--- src/hdl/sopl_pkg.sv ---
`timescale 1ns / 1ps
// ----------------------------------------------------------------------------
// sopl_pkg
// Shared constants and types for the saturated odd piecewise-linear curve:
// field widths, knee storage, controller states and the multiply/divide
// unit's request and status groups.
// ----------------------------------------------------------------------------
package sopl_pkg;

  localparam int DATA_W     = 32;               // signed in/out words
  localparam int FIELD_W    = 31;               // knee velocity / force fields
  localparam int ACC_W      = 2 * FIELD_W;      // product / remainder register
  localparam int CFG_W      = 63;               // widest register
  localparam int MAX_KNEES  = 8;                // curve points incl. origin
  localparam int KNEE_REGS  = MAX_KNEES - 1;    // programmable knees
  localparam int IDX_W      = $clog2(MAX_KNEES);
  localparam int NUM_W      = 4;                // knees_in_use width
  localparam int VEL_LSB    = 32;               // knee velocity position
  localparam int STEPS      = FIELD_W;          // bit steps for mul and div
  localparam int CNT_W      = $clog2(STEPS);

  // register indexes
  localparam logic [IDX_W-1:0] REG_KNEES_IN_USE = IDX_W'(KNEE_REGS);

  typedef enum logic [2:0] {
    S_IDLE,
    S_LAST,
    S_SEARCH,
    S_ARITH,
    S_DONE
  } ctl_state_t;

  typedef enum logic [1:0] {
    MD_IDLE,
    MD_MUL,
    MD_DIV,
    MD_DONE
  } md_state_t;

  typedef struct packed {
    logic               start;
    logic [FIELD_W-1:0] dv;
    logic [FIELD_W-1:0] df_mag;
    logic [FIELD_W-1:0] span;
  } md_req_t;

  typedef struct packed {
    logic               done;
    logic [FIELD_W-1:0] quot;
  } md_stat_t;

endpackage

--- src/hdl/sopl_muldiv.sv ---
`timescale 1ns / 1ps
// ----------------------------------------------------------------------------
// sopl_muldiv
// Bit-serial unsigned multiply then restoring divide: (dv * df) / span,
// one bit per cycle for each phase, in a single shared 62-bit register.
// ----------------------------------------------------------------------------
module sopl_muldiv (
  input  logic               clk,
  input  logic               rst_n,
  input  sopl_pkg::md_req_t  req_i,
  output sopl_pkg::md_stat_t stat_o
);
  import sopl_pkg::*;

  md_state_t          state_r, state_nxt;
  logic [CNT_W-1:0]   cnt_r, cnt_nxt;
  logic [ACC_W-1:0]   acc_r, acc_nxt;
  logic [FIELD_W-1:0] mcand_r, mcand_nxt;
  logic [FIELD_W-1:0] span_r, span_nxt;

  logic               cnt_last;
  logic [FIELD_W-1:0] addend;
  logic [FIELD_W:0]   sum;
  logic [FIELD_W:0]   trial;
  logic [FIELD_W+1:0] diff;
  logic               ge;
  logic [FIELD_W-1:0] rem_new;

  assign cnt_last = (cnt_r == CNT_W'(STEPS - 1));

  // next state
  always_comb begin
    state_nxt = state_r;
    case (state_r)
      MD_IDLE: if (req_i.start) state_nxt = MD_MUL;
      MD_MUL:  if (cnt_last) state_nxt = MD_DIV;
      MD_DIV:  if (cnt_last) state_nxt = MD_DONE;
      MD_DONE: state_nxt = MD_IDLE;
      default: state_nxt = MD_IDLE;
    endcase
  end

  // datapath
  always_comb begin
    addend  = acc_r[0] ? mcand_r : '0;
    sum     = {1'b0, acc_r[ACC_W-1:FIELD_W]} + {1'b0, addend};
    trial   = {acc_r[ACC_W-1:FIELD_W], acc_r[FIELD_W-1]};
    diff    = {1'b0, trial} - {2'b00, span_r};
    ge      = ~diff[FIELD_W+1];
    // remainder stays below span, so it fits the field either way
    rem_new = ge ? diff[FIELD_W-1:0] : trial[FIELD_W-1:0];

    acc_nxt   = acc_r;
    mcand_nxt = mcand_r;
    span_nxt  = span_r;
    cnt_nxt   = cnt_r;
    case (state_r)
      MD_IDLE: begin
        if (req_i.start) begin
          acc_nxt   = {{FIELD_W{1'b0}}, req_i.dv};
          mcand_nxt = req_i.df_mag;
          span_nxt  = req_i.span;
          cnt_nxt   = '0;
        end
      end
      MD_MUL: begin
        // shift-add, multiplier bits leave from the bottom
        acc_nxt = {sum, acc_r[FIELD_W-1:1]};
        cnt_nxt = cnt_last ? '0 : cnt_r + 1'b1;
      end
      MD_DIV: begin
        // restoring step, quotient bits enter from the bottom
        acc_nxt = {rem_new, acc_r[FIELD_W-2:0], ge};
        cnt_nxt = cnt_last ? '0 : cnt_r + 1'b1;
      end
      default: ;
    endcase
  end

  always_ff @(posedge clk) begin
    if (!rst_n) begin
      state_r <= MD_IDLE;
      cnt_r   <= '0;
    end else begin
      state_r <= state_nxt;
      cnt_r   <= cnt_nxt;
    end
    acc_r   <= acc_nxt;
    mcand_r <= mcand_nxt;
    span_r  <= span_nxt;
  end

  // outputs
  always_comb begin
    stat_o.done = (state_r == MD_DONE);
    stat_o.quot = acc_r[FIELD_W-1:0];
  end

endmodule

--- src/hdl/saturated_odd_piecewise_linear_curve.sv ---
`timescale 1ns / 1ps
// ----------------------------------------------------------------------------
// saturated_odd_piecewise_linear_curve
// Sequence: an accepted request first checks the last knee for saturation and
//   goes to the strobe on a hit; else the knees are walked one per cycle up to
//   the knee p reached (1..7), a flat or degenerate segment strobes from there,
//   and interpolation first runs the bit-serial multiply and then the divide.
// Throughput: one request at a time; the next is taken the cycle after the
//   strobe. Results cannot be stalled. Synchronous reset clears all knees
//   and sets knees_in_use to 2 (every input then gives force 0).
// ----------------------------------------------------------------------------
module saturated_odd_piecewise_linear_curve (
  input  logic                                clk,
  input  logic                                rst_n,
  input  logic                                start,
  output logic                                busy,
  input  logic signed [sopl_pkg::DATA_W-1:0]  in_rel_velocity,
  output logic                                out_valid,
  output logic signed [sopl_pkg::DATA_W-1:0]  out_damper_force,
  input  logic                                cfg_we,
  input  logic        [sopl_pkg::IDX_W-1:0]   cfg_index,
  input  logic        [sopl_pkg::CFG_W-1:0]   cfg_data
);
  import sopl_pkg::*;

  ctl_state_t         state_r, state_nxt;
  logic [DATA_W-1:0]  mag_r, mag_nxt;
  logic               neg_r, neg_nxt;
  logic [IDX_W-1:0]   last_r, last_nxt;
  logic [IDX_W-1:0]   p_r, p_nxt;
  logic [FIELD_W-1:0] lv_r, lv_nxt;
  logic [FIELD_W-1:0] lf_r, lf_nxt;
  logic               dfneg_r, dfneg_nxt;
  logic [DATA_W-1:0]  force_r, force_nxt;

  logic [FIELD_W-1:0] knee_vel_r [0:KNEE_REGS-1];
  logic [FIELD_W-1:0] knee_frc_r [0:KNEE_REGS-1];
  logic [NUM_W-1:0]   count_r;

  logic               accept;
  logic [DATA_W-1:0]  raw;
  logic [NUM_W-1:0]   count_m1;
  logic [IDX_W-1:0]   rd_idx;
  logic [IDX_W-1:0]   rd_slot;
  logic [FIELD_W-1:0] uv, uf;
  logic               sat_hit, found, flat, below;
  logic [DATA_W-1:0]  dv_full;
  logic [DATA_W-1:0]  q_ext;
  md_req_t            md_req;
  md_stat_t           md_stat;

  assign accept   = start && !busy;
  assign raw      = in_rel_velocity;
  assign count_m1 = count_r - 1'b1;

  // single read port onto the knee registers; origin knee lives in lv_r/lf_r
  assign rd_idx  = (state_r == S_LAST) ? last_r : p_r;
  assign rd_slot = rd_idx - 1'b1;
  assign uv      = knee_vel_r[rd_slot];
  assign uf      = knee_frc_r[rd_slot];

  assign sat_hit = (mag_r >= {1'b0, uv});
  assign found   = (mag_r <= {1'b0, uv});
  assign flat    = (uv <= lv_r);
  assign below   = (mag_r < {1'b0, lv_r});
  assign dv_full = mag_r - {1'b0, lv_r};

  // next state
  always_comb begin
    state_nxt = state_r;
    case (state_r)
      S_IDLE:   if (accept) state_nxt = S_LAST;
      S_LAST:   state_nxt = sat_hit ? S_DONE : S_SEARCH;
      S_SEARCH: begin
        if (found) begin
          state_nxt = (flat || below) ? S_DONE : S_ARITH;
        end
      end
      S_ARITH:  if (md_stat.done) state_nxt = S_DONE;
      S_DONE:   state_nxt = S_IDLE;
      default:  state_nxt = S_IDLE;
    endcase
  end

  // datapath and outputs
  always_comb begin
    mag_nxt   = mag_r;
    neg_nxt   = neg_r;
    last_nxt  = last_r;
    p_nxt     = p_r;
    lv_nxt    = lv_r;
    lf_nxt    = lf_r;
    dfneg_nxt = dfneg_r;
    force_nxt = force_r;
    q_ext     = {1'b0, md_stat.quot};

    md_req.start  = 1'b0;
    md_req.dv     = dv_full[FIELD_W-1:0];
    md_req.df_mag = (uf >= lf_r) ? (uf - lf_r) : (lf_r - uf);
    md_req.span   = uv - lv_r;

    case (state_r)
      S_IDLE: begin
        if (accept) begin
          neg_nxt = raw[DATA_W-1];
          mag_nxt = raw[DATA_W-1] ? (~raw + 1'b1) : raw;
          // knee count saturates into 2..MAX_KNEES
          if (count_r < NUM_W'(2)) begin
            last_nxt = IDX_W'(1);
          end else if (count_r > NUM_W'(MAX_KNEES)) begin
            last_nxt = IDX_W'(MAX_KNEES - 1);
          end else begin
            last_nxt = count_m1[IDX_W-1:0];
          end
          p_nxt  = IDX_W'(1);
          lv_nxt = '0;
          lf_nxt = '0;
        end
      end
      S_LAST: begin
        if (sat_hit) force_nxt = {1'b0, uf};
      end
      S_SEARCH: begin
        if (found) begin
          if (flat || below) begin
            force_nxt = {1'b0, lf_r};
          end else begin
            md_req.start = 1'b1;
            dfneg_nxt    = (uf < lf_r);
          end
        end else begin
          lv_nxt = uv;
          lf_nxt = uf;
          p_nxt  = p_r + 1'b1;
        end
      end
      S_ARITH: begin
        if (md_stat.done) begin
          force_nxt = dfneg_r ? ({1'b0, lf_r} - q_ext) : ({1'b0, lf_r} + q_ext);
        end
      end
      default: ;
    endcase

    busy             = (state_r != S_IDLE);
    out_valid        = (state_r == S_DONE);
    out_damper_force = neg_r ? (~force_r + 1'b1) : force_r;
  end

  sopl_muldiv u_muldiv (
    .clk    (clk),
    .rst_n  (rst_n),
    .req_i  (md_req),
    .stat_o (md_stat)
  );

  always_ff @(posedge clk) begin
    if (!rst_n) begin
      state_r <= S_IDLE;
    end else begin
      state_r <= state_nxt;
    end
    mag_r   <= mag_nxt;
    neg_r   <= neg_nxt;
    last_r  <= last_nxt;
    p_r     <= p_nxt;
    lv_r    <= lv_nxt;
    lf_r    <= lf_nxt;
    dfneg_r <= dfneg_nxt;
    force_r <= force_nxt;
  end

  // configuration registers
  always_ff @(posedge clk) begin
    if (!rst_n) begin
      for (int i = 0; i < KNEE_REGS; i++) begin
        knee_vel_r[i] <= '0;
        knee_frc_r[i] <= '0;
      end
      count_r <= NUM_W'(2);
    end else if (cfg_we) begin
      if (cfg_index == REG_KNEES_IN_USE) begin
        count_r <= cfg_data[NUM_W-1:0];
      end else begin
        knee_vel_r[cfg_index] <= cfg_data[VEL_LSB +: FIELD_W];
        knee_frc_r[cfg_index] <= cfg_data[FIELD_W-1:0];
      end
    end
  end

  // the walk never runs past the last knee in use
  a_walk_bound: assert property (@(posedge clk) disable iff (!rst_n)
    (state_r == S_SEARCH) |-> (p_r <= last_r && p_r != '0))
    else $error("knee walk beyond last knee");

  // divider result only arrives while the controller waits for it
  a_md_done: assert property (@(posedge clk) disable iff (!rst_n)
    md_stat.done |-> (state_r == S_ARITH))
    else $error("multiply/divide done outside arithmetic phase");

  // an accepted request goes straight to the saturation check
  a_accept: assert property (@(posedge clk) disable iff (!rst_n)
    accept |=> (state_r == S_LAST))
    else $error("accepted request not started");

  // one strobe per request, block free right after it
  a_strobe: assert property (@(posedge clk) disable iff (!rst_n)
    out_valid |=> (!out_valid && !busy))
    else $error("strobe not followed by idle");

  // force magnitude at the strobe is never negative (interpolation stays within the segment's forces)
  a_force_range: assert property (@(posedge clk) disable iff (!rst_n)
    out_valid |-> !force_r[DATA_W-1])
    else $error("force magnitude out of range");

endmodule
--- config.mk ---
export PLATFORM = sky130hd
export DESIGN_NAME = saturated_odd_piecewise_linear_curve
export DESIGN_NICKNAME = d
export VERILOG_FILES = /design/src/hdl/sopl_pkg.sv /design/src/hdl/sopl_muldiv.sv /design/src/hdl/saturated_odd_piecewise_linear_curve.sv
export SDC_FILE = /design/constraint.sdc
export NUM_CORES = 2
export LEC_CHECK = 0
export ABC_AREA = 1
export BUFFER_PORTS_ARGS = -buffer_cell sky130_fd_sc_hd__buf_4
export CORE_MARGIN = 8
export CORE_UTILIZATION = 60
export CTS_CLUSTER_SIZE = 12
export DETAILED_ROUTE_END_ITERATION = 16
export PLACE_DENSITY = 0.75
export SYNTH_ARGS = -nofsm -noshare
export SYNTH_HDL_FRONTEND = slang
export SYNTH_SLANG_ARGS = --single-unit
--- constraint.sdc ---
create_clock -name clk -period 20.6 [get_ports clk]
set_input_delay 1.03 -clock clk [delete_from_list [all_inputs] [get_ports clk]]
set_output_delay 1.03 -clock clk [all_outputs]
set_load 0.05 [all_outputs]
==> impl_results.md <==
- DRC viols: 0
- Peak Freq: 123 MHz
- Syn avg cell area: 8.14 sq um
- Clk slew on worst S/H paths: 0.07 ns
- Layout cells sized above 1: 0.0729
- Max-Cap Viols: 0
- Total core area: 0.0805 sq mm
- Adder-cell share of the synthesized area: 0.0696
- CP arrival: 8.44 ns
- Area delta synth->final: 9.65%
- Cells after Synth: about 6k
- Number of synthesized flops with an enable pin: 692
- Total GRT Usage: 0.317
- Worst setup SP type: register
- Critical path's top delay family: buffers and inverters
- Max Used Layer: met4
- Synth Area in Compound Gates: 0.155
- Met1 wire length: 60100 um
- Overflow after GRT: 0
- Clock skew: approximately 0.069 ns
- Synth Area in Simple Gates: 0.202
- Type of the worst min-delay path: register to register
- Initial antenna violation count: 2
- Syn Std Cell Area: 0.0488 sq mm
- FILL cells: slightly below 7k
- Post-CTS Resized: 0
- Post-synthesis sequential element count: 768
- WP data required: 20.93 ns
- Layout net count: about 6.4k
- Commonest non-fill, non-tap cell in the layout: nor2_1
- Post-Layout Cell Count: around 7.2k
- Tightest Pin Transition: 1.17 ns
- Commonest cells after routing, fill and taps aside: nor2_1, nand2_1, inv_1, edfxtp_1, o21ai_0
- ANT nets after route: 0
- CP bufs+invs: 9
- Period utilization: 0.394
- CTS Buf Count: 84
- CTS HTree Levels: 3
- Worst path max stage delay: 0.74 ns
- CP max-delay cell: buf_4
- Crit Path Category: register to register
- Initial drt markers: approximately 4.0k
- Chip width: between 300 and 400 um
- Pin count of the biggest net entering global routing: 115
- Placer Congestion: 1.02
- Routed wl met2: 70700 um
- CTS tree: done
- Worst-Skew Late Latency: 0.69 ns
- Seq/Total Area, Yosys: 0.457
- Number of global-route vias before repair: 40.8k
- Distinct cells, synth: 63
- Most used cell, CP: inv_1
- Final hold vios: 0
- Max_slew headroom: 0.217
- Port bufs: 134
- Final Slew Violations: 0
- Synthesis Warnings: 0
- Hold-fix buffers, CTS: 0
- Post-CTS setup buffer count: 0
- Synth Flop Type: edfxtp_1
- Wire length per cell: 20.6 um
- Max Buffers Root-to-Sink: 3
- Vias per Instance: 5.88
- Die area: roughly 0.09 sq mm
- Die height: 301 um
- Multiplexer share of the synthesized area: 0.000205
- Ports: 136
- Drt total wl: ~150000 um
- RSZ-0062 raised after global routing: false
- # rows: 104
- Crit path depth: 26
- Initial Utilization: 0.605
- Number of detailed-route iterations in the first pass: 6
- Hold path depth: 2
- CTS Sinks: approximately 770
- Worst reg2reg path depth: 26
- Endpoints failing setup: 0
- Setup tns final: 0 ns
- Largest family of logic cells by synthesized area: simple AND/OR/NAND/NOR gates
- Via count: 42.4k
- Synth Area in XOR/XNOR: 0.0352
- Post-synth ARST share: 0
- DP HPWL: 106000 um
- Status: finished, final reports clean
- Post-placement cell count: 7051
- Max Fanout on Critical Path: around 110
- Min Tclk post-route: 8.11 ns
- DR WL met3: 11600 um
- CP endpoint kind: register
- CTS root buf: clkbuf_16
- First-pass GRT wire length: between 200000 and 250000 um
[sequential cells by signal, summed over array words and instances (netlist names), 2 cells and up]
signal	count
p_r	3
u_muldiv.mcand_r	31
knee_frc_r	248
last_r	3
count_r	4
knee_vel_r	248
u_muldiv.acc_r	62
state_r	3
lf_r	31
lv_r	31
u_muldiv.state_r	2
mag_r	32
u_muldiv.cnt_r	5
u_muldiv.span_r	31
force_r	32
[cells in the mapped netlist (10+ instances only)]
cell	count	share of area
o211ai_1	35	0.0054
buf_4	14	0.0022
o21bai_1	39	0.0060
nand3b_1	10	0.0015
inv_1	718	0.055
nand4_1	39	0.0050
xnor2_1	60	0.011
inv_2	45	0.0035
nor3_1	52	0.0053
o21ai_2	33	0.0059
nand2_1	1037	0.080
ha_1	260	0.067
clkbuf_1	155	0.012
a21o_1	33	0.0051
xor2_1	133	0.024
a221oi_1	15	0.0027
a21boi_0	12	0.0018
nand3_1	185	0.019
a31oi_1	31	0.0040
buf_2	43	0.0044
o21ai_1	30	0.0031
o221ai_1	10	0.0018
o211ai_2	14	0.0036
a32o_1	20	0.0041
edfxtp_1	692	0.43
o21ai_0	452	0.046
nor2_1	1062	0.082
a21oi_1	429	0.044
nor4_1	21	0.0027
or2_2	29	0.0037
o21a_1	20	0.0031
dfxtp_1	76	0.031
o22ai_1	99	0.013
[tightest hold or removal path: stages, from the launching register on]
cell and delay (ns):
dfxtp_1 0.29, inv_1 0.06, a21oi_1 0.06
[path summary, 6_finish.rpt]
| path | end | startpoint | slack [ns] |
|---|---|---|---|
| min | knee_frc_r[6][15] | knee_frc_r[6][15] | 0.46 |
| min reg2reg | knee_frc_r[6][15] | knee_frc_r[6][15] | 0.46 |
| max | u_muldiv.mcand_r[14] | state_r[2] | 12.49 |
| max reg2reg | u_muldiv.mcand_r[14] | state_r[2] | 12.49 |
[cells by family (layout without fill, tap and decap cells)]
logic type,after synthesis,count (layout)
AOI/OAI and AO/OA,1306,1306
xor gates and xnor gates,194,194
adders and majority gates,267,267
buffers and inverters,999,1094
DFF,768,768
muxes,1,1
other,1,64
and+or+nand+nor,2454,2454
[final cells by class]
cell class | instances | area (sq um) | area share
diodes | 2 | 5.00 | 0.0000936
well taps | 1060 | 1330 | 0.0248
inverters | 765 | 2880 | 0.0539
clock inverters | 28 | 420 | 0.00786
flip-flops and latches | 768 | 22300 | 0.417
repair buffers | 174 | 1310 | 0.0244
clock buffers | 127 | 2350 | 0.0440
multi-input cells | 4284 | 22900 | 0.428
[metrics by stage]
stage | instance area [sq um] | utilization | setup WS (ns) | hold WS, ns
after global placement | 50700 | 0.629 | 12.63 | 0.438
final | 53500 | 0.664 | 12.49 | 0.458
after global routing | 53500 | 0.664 | 12.09 | 0.481
after detailed placement | 50700 | 0.629 | 12.58 | 0.450
after CTS | 53500 | 0.664 | 12.58 | 0.459
after floorplan | 49000 | - | 12.50 | 0.430
[layer usage]
layer  vias to the layer above  global-route usage
met3                       332              0.0391
met1                     19952               0.419
li1                      20225                   -
met2                      1862               0.532
met4                         0               0.125
met5                         -                   0
Power is not shown: default switching activity piles up to over one toggle a cycle in this logic, so the estimate is an artifact.
